File: src/rtl/pat_pkg.sv
// shared types and constants of the program association section parser
package pat_pkg;

	localparam logic [9:0] MAX_PROGRAMS_RESET = 10'd20;
	localparam logic [11:0] MIN_SECT_LENGTH = 12'd9;
	localparam int OUT_DATA_W = 120;

	typedef enum logic [1:0] {
		PH_HEADER = 2'd0,
		PH_ENTRY  = 2'd1,
		PH_CRC    = 2'd2,
		PH_DONE   = 2'd3
	} phase_t;

	typedef enum logic [2:0] {
		KIND_HEADER      = 3'd0,
		KIND_ENTRY       = 3'd1,
		KIND_CRC         = 3'd2,
		KIND_SHORT_HDR   = 3'd3,
		KIND_TOO_MANY    = 3'd4,
		KIND_SHORT_ENTRY = 3'd5,
		KIND_SHORT_CRC   = 3'd6,
		KIND_BAD_LENGTH  = 3'd7
	} kind_t;

	typedef struct packed {
		phase_t      phase;
		logic [2:0]  byte_pos;
		logic [9:0]  entries_left;
		logic [7:0]  table_ident;
		logic [6:0]  flags_version;
		logic [11:0] sect_length;
		logic [15:0] stream_ident;
		logic [15:0] sect_numbers;
		logic [23:0] collect_shift;
	} pat_state_t;

	typedef struct packed {
		kind_t       kind;
		logic [7:0]  table_ident;
		logic        syntax_flag;
		logic [11:0] sect_length;
		logic [15:0] stream_ident;
		logic [4:0]  version_num;
		logic        current_flag;
		logic [7:0]  sect_number;
		logic [7:0]  last_sect_number;
		logic [15:0] program_num;
		logic [12:0] map_pid;
		logic [31:0] crc_word;
	} pat_result_t;

endpackage

File: src/rtl/pat_step.sv
// per-byte parse logic: next parser state and the result of one section byte
module pat_step (
	input  pat_pkg::pat_state_t  cur,
	input  logic [9:0]           max_programs,
	input  logic [7:0]           section_byte,
	input  logic                 is_last,
	output pat_pkg::pat_state_t  nxt,
	output logic                 res_valid,
	output pat_pkg::pat_result_t res
);

	pat_pkg::pat_state_t cap;
	logic [11:0] len_minus;
	logic [9:0]  cnt;
	logic        len_bad;
	logic        too_many;
	logic [9:0]  left_dec;

	function automatic pat_pkg::pat_result_t header_result(pat_pkg::pat_state_t s,
			pat_pkg::kind_t k);
		pat_pkg::pat_result_t r;
		r = '0;
		r.kind = k;
		r.table_ident = s.table_ident;
		r.syntax_flag = s.flags_version[6];
		r.sect_length = s.sect_length;
		r.stream_ident = s.stream_ident;
		r.version_num = s.flags_version[5:1];
		r.current_flag = s.flags_version[0];
		r.sect_number = s.sect_numbers[15:8];
		r.last_sect_number = s.sect_numbers[7:0];
		return r;
	endfunction

	// header field capture
	always_comb begin
		cap = cur;
		if (cur.phase == pat_pkg::PH_HEADER) begin
			case (cur.byte_pos)
				3'd0: cap.table_ident = section_byte;
				3'd1: begin
					cap.flags_version[6] = section_byte[7];
					cap.sect_length[11:8] = section_byte[3:0];
				end
				3'd2: cap.sect_length[7:0] = section_byte;
				3'd3: cap.stream_ident[15:8] = section_byte;
				3'd4: cap.stream_ident[7:0] = section_byte;
				3'd5: cap.flags_version[5:0] = section_byte[5:0];
				3'd6: cap.sect_numbers[15:8] = section_byte;
				default: cap.sect_numbers[7:0] = section_byte;
			endcase
		end
	end

	assign len_minus = cap.sect_length - pat_pkg::MIN_SECT_LENGTH;
	assign cnt = len_minus[11:2];
	assign len_bad = cap.sect_length < pat_pkg::MIN_SECT_LENGTH;
	assign too_many = cnt > max_programs;
	assign left_dec = cur.entries_left - 10'd1;

	// next state
	always_comb begin
		nxt = cap;
		case (cur.phase)
			pat_pkg::PH_HEADER: begin
				if (cur.byte_pos < 3'd7) begin
					nxt.byte_pos = is_last ? 3'd0 : cur.byte_pos + 3'd1;
				end else begin
					nxt.byte_pos = 3'd0;
					if (len_bad || too_many) begin
						nxt.phase = is_last ? pat_pkg::PH_HEADER : pat_pkg::PH_DONE;
					end else begin
						nxt.entries_left = cnt;
						if (is_last)
							nxt.phase = pat_pkg::PH_HEADER;
						else if (cnt != 10'd0)
							nxt.phase = pat_pkg::PH_ENTRY;
						else
							nxt.phase = pat_pkg::PH_CRC;
					end
				end
			end
			pat_pkg::PH_ENTRY, pat_pkg::PH_CRC: begin
				if (cur.byte_pos < 3'd3) begin
					nxt.collect_shift = {cur.collect_shift[15:0], section_byte};
					if (is_last) begin
						nxt.phase = pat_pkg::PH_HEADER;
						nxt.byte_pos = 3'd0;
					end else begin
						nxt.byte_pos = cur.byte_pos + 3'd1;
					end
				end else begin
					nxt.byte_pos = 3'd0;
					if (cur.phase == pat_pkg::PH_ENTRY) begin
						nxt.entries_left = left_dec;
						if (is_last)
							nxt.phase = pat_pkg::PH_HEADER;
						else if (left_dec != 10'd0)
							nxt.phase = pat_pkg::PH_ENTRY;
						else
							nxt.phase = pat_pkg::PH_CRC;
					end else begin
						nxt.phase = is_last ? pat_pkg::PH_HEADER : pat_pkg::PH_DONE;
					end
				end
			end
			default: begin
				if (is_last) begin
					nxt.phase = pat_pkg::PH_HEADER;
					nxt.byte_pos = 3'd0;
				end
			end
		endcase
	end

	// result
	always_comb begin
		res_valid = 1'b0;
		res = '0;
		case (cur.phase)
			pat_pkg::PH_HEADER: begin
				if (cur.byte_pos < 3'd7) begin
					res_valid = is_last;
					res.kind = pat_pkg::KIND_SHORT_HDR;
				end else begin
					res_valid = 1'b1;
					if (len_bad)
						res = header_result(cap, pat_pkg::KIND_BAD_LENGTH);
					else if (too_many)
						res = header_result(cap, pat_pkg::KIND_TOO_MANY);
					else if (is_last)
						res.kind = (cnt != 10'd0) ? pat_pkg::KIND_SHORT_ENTRY
							: pat_pkg::KIND_SHORT_CRC;
					else
						res = header_result(cap, pat_pkg::KIND_HEADER);
				end
			end
			pat_pkg::PH_ENTRY: begin
				if (cur.byte_pos < 3'd3) begin
					res_valid = is_last;
					res.kind = pat_pkg::KIND_SHORT_ENTRY;
				end else begin
					res_valid = 1'b1;
					if (is_last) begin
						res.kind = (left_dec != 10'd0) ? pat_pkg::KIND_SHORT_ENTRY
							: pat_pkg::KIND_SHORT_CRC;
					end else begin
						res.kind = pat_pkg::KIND_ENTRY;
						res.program_num = cur.collect_shift[23:8];
						res.map_pid = {cur.collect_shift[4:0], section_byte};
					end
				end
			end
			pat_pkg::PH_CRC: begin
				if (cur.byte_pos < 3'd3) begin
					res_valid = is_last;
					res.kind = pat_pkg::KIND_SHORT_CRC;
				end else begin
					res_valid = 1'b1;
					res.kind = pat_pkg::KIND_CRC;
					res.crc_word = {cur.collect_shift, section_byte};
				end
			end
			default: begin
				res_valid = 1'b0;
			end
		endcase
	end

endmodule

File: src/rtl/pat_out_stage.sv
// result register with stream master handshake
module pat_out_stage (
	input  logic                     clk,
	input  logic                     arst_n,
	input  logic                     in_valid,
	input  pat_pkg::pat_result_t     in_result,
	output logic                     in_ready,
	output logic                     m_tvalid,
	input  logic                     m_tready,
	output logic [pat_pkg::OUT_DATA_W-1:0] m_tdata,
	output logic [2:0]               m_tuser
);

	logic                 valid_q;
	pat_pkg::pat_result_t result_q;

	assign in_ready = !valid_q || m_tready;

	always_ff @(posedge clk or negedge arst_n) begin
		if (!arst_n) begin
			valid_q <= 1'b0;
		end else if (in_ready) begin
			valid_q <= in_valid;
		end
	end

	always_ff @(posedge clk) begin
		if (in_ready && in_valid) begin
			result_q <= in_result;
		end
	end

	assign m_tvalid = valid_q;
	assign m_tuser = result_q.kind;
	assign m_tdata = {result_q.crc_word, result_q.map_pid, result_q.program_num,
		result_q.last_sect_number, result_q.sect_number, result_q.current_flag,
		result_q.version_num, result_q.stream_ident, result_q.sect_length,
		result_q.syntax_flag, result_q.table_ident};

endmodule

File: src/rtl/pat_section_parser.sv
// top level of the program association section parser
// One section byte is taken per beat and a new byte can be taken every cycle unless a
// result is held up at the output. A byte passes through an input register and a
// single-pass parse step that updates the byte position, phase and header registers,
// and its result, if any, lands in an output register. At most one result follows
// from a byte: a header result on the eighth byte, one per four-byte program entry,
// one with the captured CRC word, or an error kind when the section is short, its
// length is below nine or it has more entries than max_programs. The CRC is not
// checked. After an error or the CRC, bytes are dropped until the byte marked last,
// and every byte marked last returns the parser to the start of a section.
module pat_section_parser (
	input  logic         clk,
	input  logic         arst_n,
	input  logic         cfg_wr_en,
	input  logic [9:0]   cfg_wr_data,   // max_programs
	input  logic         s_tvalid,
	output logic         s_tready,
	input  logic [7:0]   s_tdata,       // section_byte
	input  logic         s_tlast,       // is_last
	output logic         m_tvalid,
	input  logic         m_tready,
	output logic [119:0] m_tdata,       // table_ident, syntax_flag, sect_length,
	                                    // stream_ident, version_num, current_flag,
	                                    // sect_number, last_sect_number, program_num,
	                                    // map_pid, crc_word
	output logic [2:0]   m_tuser        // result_kind
);

	logic                 valid_s1;
	logic [7:0]           byte_s1;
	logic                 last_s1;
	logic [9:0]           max_programs_q;
	pat_pkg::pat_state_t  state_q;
	pat_pkg::pat_state_t  state_nxt;
	logic                 res_valid;
	pat_pkg::pat_result_t res;
	logic                 out_ready;
	logic                 adv_s1;

	assign adv_s1 = valid_s1 && (!res_valid || out_ready);
	assign s_tready = !valid_s1 || adv_s1;

	always_ff @(posedge clk or negedge arst_n) begin
		if (!arst_n) begin
			max_programs_q <= pat_pkg::MAX_PROGRAMS_RESET;
		end else if (cfg_wr_en) begin
			max_programs_q <= cfg_wr_data;
		end
	end

	always_ff @(posedge clk or negedge arst_n) begin
		if (!arst_n) begin
			valid_s1 <= 1'b0;
		end else if (s_tready) begin
			valid_s1 <= s_tvalid;
		end
	end

	always_ff @(posedge clk) begin
		if (s_tready && s_tvalid) begin
			byte_s1 <= s_tdata;
			last_s1 <= s_tlast;
		end
	end

	pat_step u_step (
		.cur          (state_q),
		.max_programs (max_programs_q),
		.section_byte (byte_s1),
		.is_last      (last_s1),
		.nxt          (state_nxt),
		.res_valid    (res_valid),
		.res          (res)
	);

	always_ff @(posedge clk or negedge arst_n) begin
		if (!arst_n) begin
			state_q <= '{phase: pat_pkg::PH_HEADER, default: '0};
		end else if (adv_s1) begin
			state_q <= state_nxt;
		end
	end

	pat_out_stage u_out (
		.clk       (clk),
		.arst_n    (arst_n),
		.in_valid  (valid_s1 && res_valid),
		.in_result (res),
		.in_ready  (out_ready),
		.m_tvalid  (m_tvalid),
		.m_tready  (m_tready),
		.m_tdata   (m_tdata),
		.m_tuser   (m_tuser)
	);

`ifndef NO_ASSERTIONS
	a_pos_in_word: assert property (@(posedge clk) disable iff (!arst_n)
		(state_q.phase == pat_pkg::PH_ENTRY || state_q.phase == pat_pkg::PH_CRC)
		|-> state_q.byte_pos < 3'd4)
		else $error("byte position beyond a four-byte word");

	a_entries_pending: assert property (@(posedge clk) disable iff (!arst_n)
		state_q.phase == pat_pkg::PH_ENTRY |-> state_q.entries_left != 10'd0)
		else $error("entry phase with no entries left");

	a_done_pos: assert property (@(posedge clk) disable iff (!arst_n)
		state_q.phase == pat_pkg::PH_DONE |-> state_q.byte_pos == 3'd0)
		else $error("byte position not cleared while dropping bytes");

	a_stall_holds: assert property (@(posedge clk) disable iff (!arst_n)
		(valid_s1 && !adv_s1) |=> valid_s1 && $stable(state_q))
		else $error("parser state moved while the byte was stalled");
`endif

endmodule
File: config.mk
export PLATFORM = sky130hd
export DESIGN_NAME = pat_section_parser
export DESIGN_NICKNAME = d
export VERILOG_FILES = /design/src/rtl/pat_pkg.sv /design/src/rtl/pat_step.sv /design/src/rtl/pat_out_stage.sv /design/src/rtl/pat_section_parser.sv
export SDC_FILE = /design/constraint.sdc
export NUM_CORES = 1
export LEC_CHECK = 0
export ABC_CLOCK_PERIOD_IN_PS = 23200
export BUFFER_PORTS_ARGS = -buffer_cell sky130_fd_sc_hd__buf_2
export CELL_PAD_IN_SITES_DETAIL_PLACEMENT = 1
export CELL_PAD_IN_SITES_GLOBAL_PLACEMENT = 2
export CORE_MARGIN = 5
export CORE_UTILIZATION = 38
export CTS_CLUSTER_DIAMETER = 60
export DETAILED_ROUTE_END_ITERATION = 8
export PLACE_DENSITY = 0.82
export SKIP_CTS_REPAIR_TIMING = 1
export SLEW_MARGIN = 0
export SYNTH_ARGS = -nofsm -noshare
export SYNTH_HDL_FRONTEND = slang
export SYNTH_SLANG_ARGS = --single-unit
File: constraint.sdc
create_clock -name clk -period 23.2 [get_ports clk]
set_clock_uncertainty 0.1 [all_clocks]
set_input_delay 6.96 -clock clk [delete_from_list [all_inputs] [get_ports clk]]
set_output_delay 6.96 -clock clk [all_outputs]
set_load 0.05 [all_outputs]
==> results by group <==
Status
  – Status: completed

Die
  – Top Ports: between 100 and 150
  – Width of the die: approximately 180 um
  – Die ar.: 32,200 sq um
  – Die height: 179 um
  – Area of the core: around 29,000 sq um
  – Core Rows: slightly above 60
  – Initial Utilization: a little under two fifths

Cells and area
  – Count of nets after finishing: between 1,000 and 1,500
  – Fill cell count: just over 3,000
  – Count of inserted antenna diode cells: 0
  – Leading cell type in the layout, fill and taps excluded: buf_2
  – Final Instance Count excl. Fillers: between 1,000 and 1,500
  – Area of combinational cells with multiple inputs: between 3000 and 4000 sq um
  – Fraction of layout cells with a size suffix above 1: slightly below 30%
  – Footprint of the flip-flops and latches: 6720 sq um
  – Most used cells in the layout excluding fill and tap cells: 147 x buf_2, 132 x edfxtp_1, 108 x dfrtp_1, 94 x nand2_1, 82 x mux2_2
  – P&R area growth vs syn: 18.5%

Detailed routing
  – Number of vias after detailed routing: 7,198
  – Post-route DRC: 0
  – Average wire per cell in the routed design: around 19 um
  – Number of nets with antenna violations after detailed routing: 0
  – Routed WL: 26,800 um
  – Initial detailed-routing violation count: ~320
  – Via-per-instance ratio: between 5 and 6
  – Detailed-router iteration count before antenna repair: 4

Setup path
  – Count of cell instances traversed by the critical path: 4
  – Cell type group with the largest total delay on the critical path: buffers and inverters
  – Source of the worst register-to-register timing path: byte_s1[0]$_DFFE_PP_
  – Highest-delay cell along the critical path: buf_2
  – Reg-to-Reg End: u_out.m_tdata[41]$_SDFFCE_PP0P_
  – Worst path required time: 16,140 ps
  – Slack of the worst reg-to-reg path: 17,650 ps
  – Worst reg2reg path depth: 13
  – Kind of launch point of the worst setup path: primary input
  – Kind of end point of the critical path: output pin
  – Maximum net fanout on the critical path: 3
  – Worst Path Buf+Inv: 3
  – Crit path arrival time: ~7500 ps
  – CP dominant cell by count: buf_2
  – Biggest cell delay along the critical path: approximately 240 ps
  – Sequence of cells on the critical path: buf_2 -> inv_1 -> nand4_1 -> buf_2
  – Class of the most critical setup path: in2out

Power and ir drop
  – Switching Share: between 30% and 40%
  – Leak: roughly 5.3 nW
  – Relative contribution of combinational cells to total power: 31.7%
  – Part of the power in the clock network: between 20 and 30%
  – Cell internal power dissipation: between 0.9 and 1 mW
  – Worst vdd ir: between 0.00005 and 0.00006 V
  – Pwr Density: 117 nW/um^2
  – Flop pwr share: 40.1%
  – Power dissipated by switching net loads: between 0.5 and 0.6 mW

Clocking
  – Clock buffers created by TritonCTS: 28
  – Number of clock sinks: ~240
  – Cell chosen for the clock root: clkbuf_16
  – Clock Tree Buf Depth: 3
  – Insertion delay to the later sink of the worst-skew pair: between 500 and 600 ps
  – Count of H-tree levels built during CTS: 1
  – TritonCTS clock tree: built
  – Worst-path clk slew: approximately 60 ps

Placed design
  – Setup WS pre-CTS: 8600 ps
  – DPL Wire Length: 17,700 um
  – # port buffers: roughly 150
  – Placed Instances: 1,366
  – Last weighted congestion value of the routability-driven placer: slightly below 0.8

Flow run
  – Number of max-capacitance violations reported: 0

Timing
  – Peak clock frequency supported by timing: 68.5 MHz
  – Slew at the pin closest to its max-slew limit: 1140 ps
  – Max-slew violations: 0
  – Period minus WS final: roughly 15,000 ps
  – Slew Limit Headroom: a little under a quarter
  – RSZ-0062 raised after global routing: false
  – Number of setup violations in the final report: 0
  – Setup WS post-layout: approximately 8600 ps
  – Sum of negative setup slack: 0 ps
  – Final period utilization: 62.9%
  – Hold violation count in the final report: 0

Global routing
  – Maximum number of pins on one net before global-route repair: 86
  – Global-route wire length before repair: 42,100 um
  – Total congestion overflow after global routing: 0
  – Via count of the first global-routing pass: approximately 7,600
  – Global routing usage summed across all routing layers: between 15 and 20%
  – Antenna violations before repair: 0

Hold path
  – Destination of the worst hold path: state_q[52]$_DFFE_PN0P_
  – Hold path depth: 1
  – Critical hold path startpoint: state_q[52]$_DFFE_PN0P_
  – HP Class: reg2reg

Logic synthesis
  – Synth cell types: 60
  – FFs w/ async S/R, synth: 45.5%
  – Synthesized Nets: 920
  – Flip-flop cell with the highest count after synthesis: edfxtp_1
  – Sequential area share after synthesis: roughly 62%
  – Number of synthesized flops with an enable pin: 132
  – Netlist Area Pre-Place: 10,900 sq um
  – Synth Warn #: 0
  – Cell count after synthesis: about 900
  – Count of state elements after synthesis: approximately 240
  – Average size of a mapped cell: around 12 sq um
## cell families (layout without fill, tap and decap cells)
group / Yosys count / after routing / share of synthesized area [%]
xor gates and xnor gates: 10 / 10 / 0.804
buffers and inverters: 73 / 232 / 2.80
adders and majority gates: 21 / 21 / 2.41
DFF: 242 / 242 / 61.7
AOI/OAI and AO/OA: 118 / 118 / 7.22
muxes: 112 / 112 / 11.3
and+or+nand+nor: 299 / 299 / 13.8
## area by class of cell
type                    instances  area share (%)
flip-flops and latches        242            52.0
multi-input cells             560            30.2
repair buffers                159            6.40
clock buffers                  41            6.19
well taps                     384            3.72
clock inverters                11           0.804
inverters                      21           0.611
## worst reg2reg max path: cells and delay by family, from the launching register on
| kind | cells | cell delay, ps |
|---|---|---|
| AOI/OAI and AO/OA | 6 | 2000 |
| and+or+nand+nor | 3 | 940 |
| DFF | 1 | 780 |
| buffers and inverters | 1 | 520 |
| muxes | 1 | 440 |
| adders and majority gates | 1 | 350 |
| xor gates and xnor gates | 1 | 160 |
## stage by stage
stage          power (mW)  util (%)  hold WS (ps)  cell area (sq um)
2_1_floorplan       0.970         -           372              10900
3_3_place_gp         1.08      42.1           387              12000
3_5_place_dp         1.09      42.1           393              12000
4_1_cts              1.53      45.2           407              12900
5_1_grt              1.59      45.2           411              12900
6_report             1.51      45.2           404              12900
## registers in the layout (all words and copies together) (netlist names)
name / cells
byte_s1: 8
last_s1: 1
max_programs_q: 10
state_q: 98
u_out.m_tdata: 120
u_out.m_tuser: 3
u_out.m_tvalid: 1
valid_s1: 1
## synthesized netlist by cell type, types with 22 or more instances
master | instances | area share (%)
nor2_1 | 52 | 1.8
mux2_2 | 82 | 8.5
a21oi_1 | 50 | 2.3
dfrtp_1 | 108 | 25
o21ai_0 | 22 | 1.0
and2_1 | 62 | 3.6
nand3_1 | 35 | 1.6
nand2_1 | 94 | 3.2
edfxtp_1 | 132 | 36
clkbuf_1 | 35 | 1.2
mux2i_1 | 29 | 2.7
## how the worst max path moves through the flow
| stage | from | end | slack, ps |
|---|---|---|---|
| 2_1_floorplan | m_tready | s_tready | 8640 |
| 3_5_place_dp | m_tready | s_tready | 8600 |
| 3_3_place_gp | m_tready | s_tready | 8630 |
| 4_1_cts | m_tready | s_tready | 8600 |
| 6_report | m_tready | s_tready | 8610 |
| 5_1_grt | m_tready | s_tready | 8550 |
## power groups by stage
stage / combinational (mW) / sequential (mW) / clock [mW]
floorplan: 0.285 / 0.685 / 0
detailed placement: 0.481 / 0.612 / 0
global placement: 0.468 / 0.608 / 0
finish: 0.478 / 0.604 / 0.425
CTS: 0.484 / 0.605 / 0.437
global route: 0.525 / 0.614 / 0.456
## metal layers
metal	global-route usage, %	vias to the layer above	share of wire [%]
met1	22.5	3617	44
met3	2.22	38	5.2
li1	-	3383	-
met2	28.0	160	49
met4	3.74	0	1.8
met5	0	-	0
(Power assumes the default switching activity.)
